$ cat src/rtl/edva_pkg.sv
// Shared types and constants for the encoder detent value adjust unit.
`default_nettype none

package edva_pkg;

    localparam int COUNTS_PER_DETENT = 4;

    localparam int COUNT_W  = 16;
    localparam int VALUE_W  = 32;
    localparam int STEP_W   = 16;
    localparam int DETENT_W = 14;

    // Stream payload layout.
    localparam int S_TDATA_W = 16;
    localparam int M_TDATA_W = 48;

    // APB register map.
    localparam int APB_DATA_W = 32;
    localparam int APB_ADDR_W = 4;

    typedef enum logic [1:0] {
        REG_STEP_SIZE   = 2'd0,
        REG_UPPER_LIMIT = 2'd1,
        REG_LOWER_LIMIT = 2'd2,
        REG_START_VALUE = 2'd3
    } t_reg_idx;

    localparam logic signed [STEP_W-1:0]  STEP_SIZE_RST   = 16'sd1;
    localparam logic signed [VALUE_W-1:0] UPPER_LIMIT_RST = 32'sh7fff_ffff;
    localparam logic signed [VALUE_W-1:0] LOWER_LIMIT_RST = 32'sh8000_0000;
    localparam logic signed [VALUE_W-1:0] START_VALUE_RST = 32'sd0;

    localparam logic ACTION_SAMPLE = 1'b0;
    localparam logic ACTION_START  = 1'b1;

    typedef struct packed {
        logic signed [STEP_W-1:0]  step_size;
        logic signed [VALUE_W-1:0] upper_limit;
        logic signed [VALUE_W-1:0] lower_limit;
        logic signed [VALUE_W-1:0] start_value;
    } t_cfg;

    typedef struct packed {
        logic signed [VALUE_W-1:0]  adjusted_value;
        logic signed [DETENT_W-1:0] detent_steps;
        logic                       moved;
    } t_result;

endpackage

`default_nettype wire

$ cat src/rtl/edva_regs.sv
// APB configuration register file for the detent value adjust unit.
`default_nettype none

module edva_regs
    import edva_pkg::*;
(
    input  wire logic                  i_clk,
    input  wire logic                  i_rst_n,
    input  wire logic                  psel,
    input  wire logic                  penable,
    input  wire logic                  pwrite,
    input  wire logic [APB_ADDR_W-1:0] paddr,
    input  wire logic [APB_DATA_W-1:0] pwdata,
    output logic      [APB_DATA_W-1:0] prdata,
    output logic                       pready,
    output t_cfg                       o_cfg
);

    t_cfg     r_cfg;
    t_reg_idx w_idx;
    logic     w_wr;

    assign pready = 1'b1;
    assign w_idx  = t_reg_idx'(paddr[3:2]);
    assign w_wr   = psel && penable && pwrite && pready;

    always_ff @(posedge i_clk) begin
        if (!i_rst_n) begin
            r_cfg.step_size   <= STEP_SIZE_RST;
            r_cfg.upper_limit <= UPPER_LIMIT_RST;
            r_cfg.lower_limit <= LOWER_LIMIT_RST;
            r_cfg.start_value <= START_VALUE_RST;
        end else if (w_wr) begin
            unique case (w_idx)
                REG_STEP_SIZE:   r_cfg.step_size   <= pwdata[STEP_W-1:0];
                REG_UPPER_LIMIT: r_cfg.upper_limit <= pwdata[VALUE_W-1:0];
                REG_LOWER_LIMIT: r_cfg.lower_limit <= pwdata[VALUE_W-1:0];
                REG_START_VALUE: r_cfg.start_value <= pwdata[VALUE_W-1:0];
                default: ;
            endcase
        end
    end

    always_comb begin
        unique case (w_idx)
            REG_STEP_SIZE:   prdata = APB_DATA_W'(r_cfg.step_size);
            REG_UPPER_LIMIT: prdata = APB_DATA_W'(r_cfg.upper_limit);
            REG_LOWER_LIMIT: prdata = APB_DATA_W'(r_cfg.lower_limit);
            REG_START_VALUE: prdata = APB_DATA_W'(r_cfg.start_value);
            default:         prdata = '0;
        endcase
    end

    assign o_cfg = r_cfg;

endmodule

`default_nettype wire

$ cat src/rtl/edva_calc.sv
// Detent count, value update, saturation and clamping for one sample.
`default_nettype none

module edva_calc
    import edva_pkg::*;
(
    input  wire logic                      i_action,
    input  wire logic        [COUNT_W-1:0] i_count,
    input  wire logic        [COUNT_W-1:0] i_ref,
    input  wire logic signed [VALUE_W-1:0] i_value,
    input  t_cfg                           i_cfg,
    output logic             [COUNT_W-1:0] o_ref,
    output t_result                        o_res
);

    localparam logic signed [COUNT_W:0]   CPD_S   = (COUNT_W+1)'(COUNTS_PER_DETENT);
    localparam logic signed [VALUE_W+1:0] SAT_MAX = (VALUE_W+2)'(UPPER_LIMIT_RST);
    localparam logic signed [VALUE_W+1:0] SAT_MIN = (VALUE_W+2)'(LOWER_LIMIT_RST);

    logic signed [COUNT_W-1:0]         w_gap;
    logic signed [COUNT_W:0]           w_quot;
    logic signed [COUNT_W-1:0]         w_detents;
    logic signed [COUNT_W:0]           w_ref_step;
    logic signed [STEP_W+COUNT_W-1:0]  w_prod;
    logic signed [VALUE_W+1:0]         w_sum;
    logic signed [VALUE_W-1:0]         w_sat;
    logic signed [VALUE_W-1:0]         w_hi;
    logic signed [VALUE_W-1:0]         w_clamped;
    logic                              w_moved;

    // Signed division truncates toward zero, so small gaps give no detent.
    assign w_gap      = signed'(i_count - i_ref);
    assign w_quot     = (COUNT_W+1)'(w_gap) / CPD_S;
    assign w_detents  = w_quot[COUNT_W-1:0];
    assign w_moved    = (w_detents != '0);
    assign w_ref_step = (COUNT_W+1)'(w_detents) * CPD_S;

    assign w_prod = (STEP_W+COUNT_W)'(i_cfg.step_size) * (STEP_W+COUNT_W)'(w_detents);
    assign w_sum  = (VALUE_W+2)'(i_value) + (VALUE_W+2)'(w_prod);

    always_comb begin
        if (w_sum > SAT_MAX) begin
            w_sat = UPPER_LIMIT_RST;
        end else if (w_sum < SAT_MIN) begin
            w_sat = LOWER_LIMIT_RST;
        end else begin
            w_sat = w_sum[VALUE_W-1:0];
        end
        w_hi      = (w_sat > i_cfg.upper_limit) ? i_cfg.upper_limit : w_sat;
        w_clamped = (w_hi < i_cfg.lower_limit) ? i_cfg.lower_limit : w_hi;
    end

    always_comb begin
        if (i_action == ACTION_START) begin
            o_ref                = i_count;
            o_res.adjusted_value = i_cfg.start_value;
            o_res.detent_steps   = '0;
            o_res.moved          = 1'b0;
        end else if (w_moved) begin
            o_ref                = i_ref + w_ref_step[COUNT_W-1:0];
            o_res.adjusted_value = w_clamped;
            o_res.detent_steps   = w_detents[DETENT_W-1:0];
            o_res.moved          = 1'b1;
        end else begin
            o_ref                = i_ref;
            o_res.adjusted_value = i_value;
            o_res.detent_steps   = '0;
            o_res.moved          = 1'b0;
        end
    end

endmodule

`default_nettype wire

$ cat src/rtl/encoder_detent_value_adjust_unit.sv
// Top level: stream in counter readings, stream out adjusted values and detent counts.
// A sample is held in the input register; its result is then registered and shown until taken.
// Throughput: one item per cycle while the output is not stalled; the reference and value loop
// closes through the detent, multiply and clamp logic between input and result registers.
// Reset (synchronous, active low) empties both stages, clears reference and value,
// and returns the registers to their defaults.
`default_nettype none

module encoder_detent_value_adjust_unit
    import edva_pkg::*;
(
    input  wire logic                  i_clk,
    input  wire logic                  i_rst_n,
    // APB configuration
    input  wire logic                  psel,
    input  wire logic                  penable,
    input  wire logic                  pwrite,
    input  wire logic [APB_ADDR_W-1:0] paddr,
    input  wire logic [APB_DATA_W-1:0] pwdata,
    output logic      [APB_DATA_W-1:0] prdata,
    output logic                       pready,
    // Input stream
    input  wire logic                  i_s_tvalid,
    output logic                       o_s_tready,
    input  wire logic [S_TDATA_W-1:0]  i_s_tdata,   // [15:0] counter_value
    input  wire logic                  i_s_tuser,   // [0] action
    // Output stream
    output logic                       o_m_tvalid,
    input  wire logic                  i_m_tready,
    output logic      [M_TDATA_W-1:0]  o_m_tdata,   // [31:0] adjusted_value, [45:32] detent_steps
    output logic                       o_m_tuser    // [0] moved
);

    t_cfg                      w_cfg;
    t_result                   w_res;
    logic        [COUNT_W-1:0] w_ref_next;
    logic                      w_advance;
    logic                      w_in_take;

    logic                      r_in_valid;
    logic                      r_in_action;
    logic        [COUNT_W-1:0] r_in_count;
    logic        [COUNT_W-1:0] r_ref;
    logic signed [VALUE_W-1:0] r_value;
    logic                      r_out_valid;
    t_result                   r_out;

    edva_regs u_regs (
        .i_clk   (i_clk),
        .i_rst_n (i_rst_n),
        .psel    (psel),
        .penable (penable),
        .pwrite  (pwrite),
        .paddr   (paddr),
        .pwdata  (pwdata),
        .prdata  (prdata),
        .pready  (pready),
        .o_cfg   (w_cfg)
    );

    edva_calc u_calc (
        .i_action (r_in_action),
        .i_count  (r_in_count),
        .i_ref    (r_ref),
        .i_value  (r_value),
        .i_cfg    (w_cfg),
        .o_ref    (w_ref_next),
        .o_res    (w_res)
    );

    // Advance the held sample whenever the result register is free or drains.
    assign w_advance  = r_in_valid && (!r_out_valid || i_m_tready);
    assign o_s_tready = !r_in_valid || w_advance;
    assign w_in_take  = i_s_tvalid && o_s_tready;

    always_ff @(posedge i_clk) begin
        if (!i_rst_n) begin
            r_in_valid  <= 1'b0;
            r_out_valid <= 1'b0;
            r_ref       <= '0;
            r_value     <= '0;
        end else begin
            if (w_in_take) begin
                r_in_valid <= 1'b1;
            end else if (w_advance) begin
                r_in_valid <= 1'b0;
            end
            if (w_advance) begin
                r_out_valid <= 1'b1;
                r_ref       <= w_ref_next;
                r_value     <= w_res.adjusted_value;
            end else if (i_m_tready) begin
                r_out_valid <= 1'b0;
            end
        end
    end

    always_ff @(posedge i_clk) begin
        if (w_in_take) begin
            r_in_action <= i_s_tuser;
            r_in_count  <= i_s_tdata[COUNT_W-1:0];
        end
        if (w_advance) begin
            r_out <= w_res;
        end
    end

    assign o_m_tvalid = r_out_valid;
    assign o_m_tdata  = {{(M_TDATA_W-VALUE_W-DETENT_W){1'b0}},
                         r_out.detent_steps, r_out.adjusted_value};
    assign o_m_tuser  = r_out.moved;

endmodule

`default_nettype wire

$ cat config.mk
export PLATFORM = sky130hd
export DESIGN_NAME = encoder_detent_value_adjust_unit
export DESIGN_NICKNAME = d
export VERILOG_FILES = /design/src/rtl/edva_pkg.sv /design/src/rtl/edva_regs.sv /design/src/rtl/edva_calc.sv /design/src/rtl/encoder_detent_value_adjust_unit.sv
export SDC_FILE = /design/constraint.sdc
export NUM_CORES = 1
export LEC_CHECK = 0
export ABC_AREA = 1
export BUFFER_PORTS_ARGS = -buffer_cell sky130_fd_sc_hd__buf_4
export CAP_MARGIN = 15
export CORE_MARGIN = 2
export CORE_UTILIZATION = 30
export DETAILED_ROUTE_END_ITERATION = 7
export PLACE_DENSITY_LB_ADDON = 0.15
export SLEW_MARGIN = 0
export SYNTH_ARGS = -nofsm -noshare
export SYNTH_HDL_FRONTEND = slang
export SYNTH_HIERARCHICAL = 1
export SYNTH_SLANG_ARGS = --single-unit
$ cat constraint.sdc
create_clock -name i_clk -period 17.1 [get_ports i_clk]
set_clock_uncertainty 0.15 [all_clocks]
set_input_delay 4.275 -clock i_clk [delete_from_list [all_inputs] [get_ports i_clk]]
set_output_delay 4.275 -clock i_clk [all_outputs]
set_load 0.1 [all_outputs]
# Yosys cells after proc, flatten, opt, wreduce, memory -nomap -nowiden
# Cells that the tools add are included.
[totals] ramBits=0 elab_cells=60 rom_bits=0 n_memories=0 register_bits=226 inputBits=60 output_inout_bits=84 latch_bits=0
[op_classes] n_lt_le_gt_ge=4 div_mod_pow=0 n_mul=1 reduce_logical=20 shift=0 add_sub_neg=4 n_eq_ne=3 bitwise=2 muxes=13
[ops] operator="32-bit 2-to-1 mux" n=4
[ops] operator="32-bit one-hot mux with 4 select lines" n=1
[ops] operator="47-bit 2-to-1 mux" n=2
[ops] operator="34-bit by 32-bit greater-than comparator with 1-bit output, second input constant" n=1
[ops] operator="34-bit by 32-bit less-than comparator with 1-bit output, second input constant" n=1
[ops] operator="32-bit by 32-bit adder with 33-bit output" n=1
[ops] operator="32-bit greater-than comparator" n=1
[ops] operator="32-bit less-than comparator" n=1
[ops] operator="16-bit by 16-bit multiplier with 32-bit output" n=1
[ops] operator="16-bit 2-to-1 mux" n=2
[ops] operator="16-bit by 1-bit adder with 16-bit output" n=1
[ops] operator="16-bit adder" n=1
[ops] operator="16-bit nonzero test" n=1
[ops] operator="16-bit subtractor" n=1
[ops] operator="2-bit AND reduction" n=5
[ops] operator="2-bit nonzero test" n=3
[ops] operator="2-bit == test, second input constant" n=2
[ops] operator="1-bit logical AND" n=4
[ops] operator="1-bit 2-to-1 mux" n=4
[ops] operator="2-bit OR reduction" n=2
[ops] operator="2-bit by 1-bit == test with 1-bit output, second input constant" n=1
[ops] operator="1-bit zero test" n=2
[ops] operator="2-bit zero test" n=1
[ops] operator="1-bit logical OR" n=2
[ops] operator="other kinds (2)" n=2

# Depth between registers and ports, before layout
[depth] word_depth=15 mapped_depth=94 ltp_nobuf=90

# Cells and area by module
# The synthesis kept the hierarchy.
[modules_own_cells] mod="edva_calc" cells_per_inst=2281 n_inst=1 seq_area_each_um2=0.0 area_each_um2=16424.5
[modules_own_cells] mod="edva_regs" cells_per_inst=776 n_inst=1 seq_area_each_um2=2242.2 area_each_um2=5101.1
[modules_own_cells] mod="encoder_detent_value_adjust_unit" cells_per_inst=394 n_inst=1 seq_area_each_um2=2922.8 area_each_um2=4177.8

# Worst setup path after synthesis
# OpenSTA, ideal clock, no wires.
[synth_path] kind="register to register" from="reg r_in_count[2]" to="reg r_value[26]" synth_period_minus_slack_ps=13031 slack_ps=4069 t_arrival_ps=12817 path_buffers=5 path_stages_with_launch=86 path_cell_list="edfxtp_1 -> ha_1 -> a21oi_1 -> o21ai_2 -> a21oi_2 -> o21bai_4 -> nand2_1 -> o2111ai_1 -> a21oi_1 -> nor2_1 -> nor2_1 -> xnor2_1 -> a21boi_0 -> ha_1 -> ha_1 -> inv_1 -> nor2_1 -> inv_1 -> (+50 left out) -> inv_1 -> nand2_1 -> nand3_1 -> nand3_1 -> a21oi_1 -> a2111oi_0 -> nand2_1 -> nand2_2 -> nand2_2 -> buf_6 -> buf_6 -> nand2_1 -> o21ai_0 -> o21ai_2 -> inv_1 -> nand3_1 -> nand2_1 -> nor2_1"
[synth_rtl] item="start: declaration" line_no="encoder_detent_value_adjust_unit.sv:42" text="logic [COUNT_W-1:0] r_in_count;"
[synth_rtl] item="start signal: assignment" line_no="encoder_detent_value_adjust_unit.sv:101" text="r_in_count <= i_s_tdata[COUNT_W-1:0];"
[synth_rtl] item="end signal: assignment" line_no="encoder_detent_value_adjust_unit.sv:91" text="r_value <= w_res.adjusted_value;"
[synth_rtl] item="end: declaration" line_no="encoder_detent_value_adjust_unit.sv:44" text="logic signed [VALUE_W-1:0] r_value;"

==> flow_metrics.tcl <==
set metrics [dict create \
    slew_violations 0 \
    overflow 0 \
    placed_area_sq_um 28000 \
    cts_tree "done" \
    worstMarginPinSlew_ns 1.11 \
    endpoint_kind "flop" \
    crit_path_max_fanout 36 \
    cpMaxStageDelayCell "inv_1" \
    io_buffers 138 \
    timing.final.crit_period_ns 15.51 \
    rr_endpoint "r_value[23]$_SDFFE_PN0P_" \
    root_buffer "clkbuf_16" \
    wl_met3_microns 2540 \
    crit_type "flop to flop" \
    power_density_nw_per_um2 196 \
    syn_area_per_cell_sq_um 7.45 \
    die_height_microns 297 \
    insertion_delay_ns 0.58 \
    max_stage_delay_ns 0.58 \
    status "completed" \
    ant_nets 0 \
    ys_warn_count 6 \
    timing.rr.start "r_in_count[2]$_DFFE_PP_" \
    initial_core_util 0.302 \
    r2r_cells 80 \
    setup_violations 0 \
    hpwlAfterDp_microns 64000 \
    final_cell_mix "nand2_1, inv_1, nor2_1" \
    drt_iter0_drc 1186 \
    setup_ws_ns 1.59 \
    max_freq_mhz 64.5 \
    pin_count 144 \
    antenna_found_initial 0 \
    dp_slack_ns 1.44 \
    cp.buffers_inverters 15 \
    tns_ns 0 \
    die_x_microns 297 \
    post_cts_buffers 0 \
    drc 0 \
    worstHoldPathType "flop to flop" \
    clkTransAtPathRegs_ns 0.06 \
    rows 107 \
    cts_buffers 28 \
    r2r_setup_slack_ns 1.59 \
    final_hold_viol_count 0 \
    rsz0062_at_grt "no" \
    grt_util_all_layers 0.186 \
    period_share 0.907 \
    crit_path_start_kind "flop" \
    wl_met2_microns 36900 \
    grt_pass1_wl_microns 129000 \
    path_delay_family "adder cells" \
    grt_start_max_net_pins 92 \
    viasPerCell 4.54 \
    worst_ir_drop_vdd_v 0.000189 \
    vias 21400 \
    power.total_w 0.00567 \
    h-tree-depth 1 \
    cts_hold_buf 0 \
    final_area_sq_um 28900 \
    clock_sinks 226 \
    p_leak_nw 14.7 \
    wl_per_cell_microns 17.2 \
    cts_resized 0 \
    cp.arrival_ns 15.81 \
    syn_inst 3451 \
    relSlewSlack 0.260 \
    ys_types 57 \
    drv_cap 0 \
    antenna_cells 0 \
    yosysSeqAreaShare 0.201 \
    highest_layer "met4" \
    whs_path_depth 2 \
    mappedNetlistArea_sq_um 25700 \
    final_layout_size_suffix_gt1_frac 0.0931 \
    die_area_sq_um 88000 \
    final_common_cell "nand2_1" \
    nNetsFinal 4101 \
    gp_congestion 0.837 \
    hold_start "u_regs/o_cfg[100]$_SDFFE_PN0P_" \
    wirelength_microns 80900 \
    grt_pass1_vias 21600 \
    core_sq_um 85000 \
    clockBufferDepth 3 \
    ys_seq_elements 226 \
    area_growth_syn_to_layout_pct 12.4 \
    required_ns 17.40 \
    wl_met1_microns 39800 \
    holdPathEnd "u_regs/o_cfg[100]$_SDFFE_PN0P_" \
    cp_common_cell "nand2_1" \
    first_pass_iters 5 \
]
## how the worst max path moves through the flow
stage | start | to | slack, ns | cells past startpoint
finish | r_in_count[2]$_DFFE_PP_ | r_value[23]$_SDFFE_PN0P_ | 1.59 | 80
global route | r_ref[2]$_SDFFE_PN0P_ | r_value[23]$_SDFFE_PN0P_ | 0.11 | 81
CTS | r_in_count[2]$_DFFE_PP_ | r_value[23]$_SDFFE_PN0P_ | 1.34 | 80
detailed placement | r_in_count[2]$_DFFE_PP_ | o_m_tdata[23]$_DFFE_PP_ | 1.44 | 77
global placement | r_in_count[2]$_DFFE_PP_ | o_m_tdata[23]$_DFFE_PP_ | 1.55 | 77
floorplan | r_in_count[2]$_DFFE_PP_ | r_value[26]$_SDFFE_PN0P_ | 4.07 | 85
## power breakdown
part | switching (W) | internal [W]
clock | 0.000251 | 0.000345
combinational | 0.00286 | 0.00150
sequential | 0.0000492 | 0.000673
total | 0.00316 | 0.00251
## tightest hold or removal path, cell delays in order, from the launching register on
cell and delay [ns]:
dfxtp_1 0.33, nor2_1 0.05, nor2_1 0.08
## synthesized netlist by cell type (all sizes together)
library cell,number,area [sq um]
a21boi,30,263
a21o,7,52.6
o21bai,6,60.1
nand4,43,269
o211ai,6,45.0
conb,2,7.51
a2111oi,1,8.76
a211oi,2,15.0
ha,194,2430
and2,1,6.26
or2,2,12.5
edfxtp,64,1920
o21a,2,15.0
o2111ai,2,17.5
clkinv,7,26.3
inv,673,2530
clkbuf,56,211
nand2,819,3120
a21oi,141,709
nor3,6,46.3
nand3,204,1050
xnor2,17,164
xor2,37,350
buf,90,568
a31oi,8,50.1
nor4,4,31.3
dfxtp,162,3240
o21ai,153,807
fa,301,6030
nand3b,7,52.6
nor2,404,1600
## through the flow
| stage | util | hold WS (ns) | std cells |
|---|---|---|---|
| CTS | 0.340 | 0.336 | 4711 |
| finish | 0.340 | 0.332 | 4711 |
| floorplan | - | 0.301 | 3452 |
| global placement | 0.329 | 0.317 | 4660 |
| global route | 0.340 | 0.359 | 4711 |
| detailed placement | 0.329 | 0.322 | 4660 |
## metal layers
| metal | GRT usage | vias up |
|---|---|---|
| li1 | - | 10800 |
| met1 | 0.268 | 10200 |
| met2 | 0.303 | 348 |
| met3 | 0.0138 | 77 |
| met4 | 0.0394 | 0 |
| met5 | 0 | - |
## flip-flops by register name (all words and copies together), names as in the netlist
register,count
r_ref,16
u_regs/o_cfg,112
o_m_tdata,46
o_m_tuser,1
r_value,32
r_in_count,16
r_in_action,1
r_in_valid,1
o_m_tvalid,1
## layout make-up
cell class / instances / area [sq um]
Inverter: 680 / 2550
Clock buffer: 44 / 823
Sequential cell: 226 / 5170
Multi-Input combinational cell: 2400 / 17200
Tap cell: 1144 / 1430
Clock inverter: 7 / 70.1
Fill cell: 9260 / 56100
Timing Repair Buffer: 210 / 1600
## kinds of logic (layout without fill, tap and decap cells)
family          count (synthesis)  count (layout)  synth area share
compound gates                358             358            0.0795
fa+ha+maj                     495             495             0.329
simple gates                 1490            1490             0.241
xor+xnor                       54              54            0.0200
buf+inv                       826             941             0.130
flops                         226             226             0.201
other cells                     2               3          0.000292
Power figures use the tool's default switching activity.
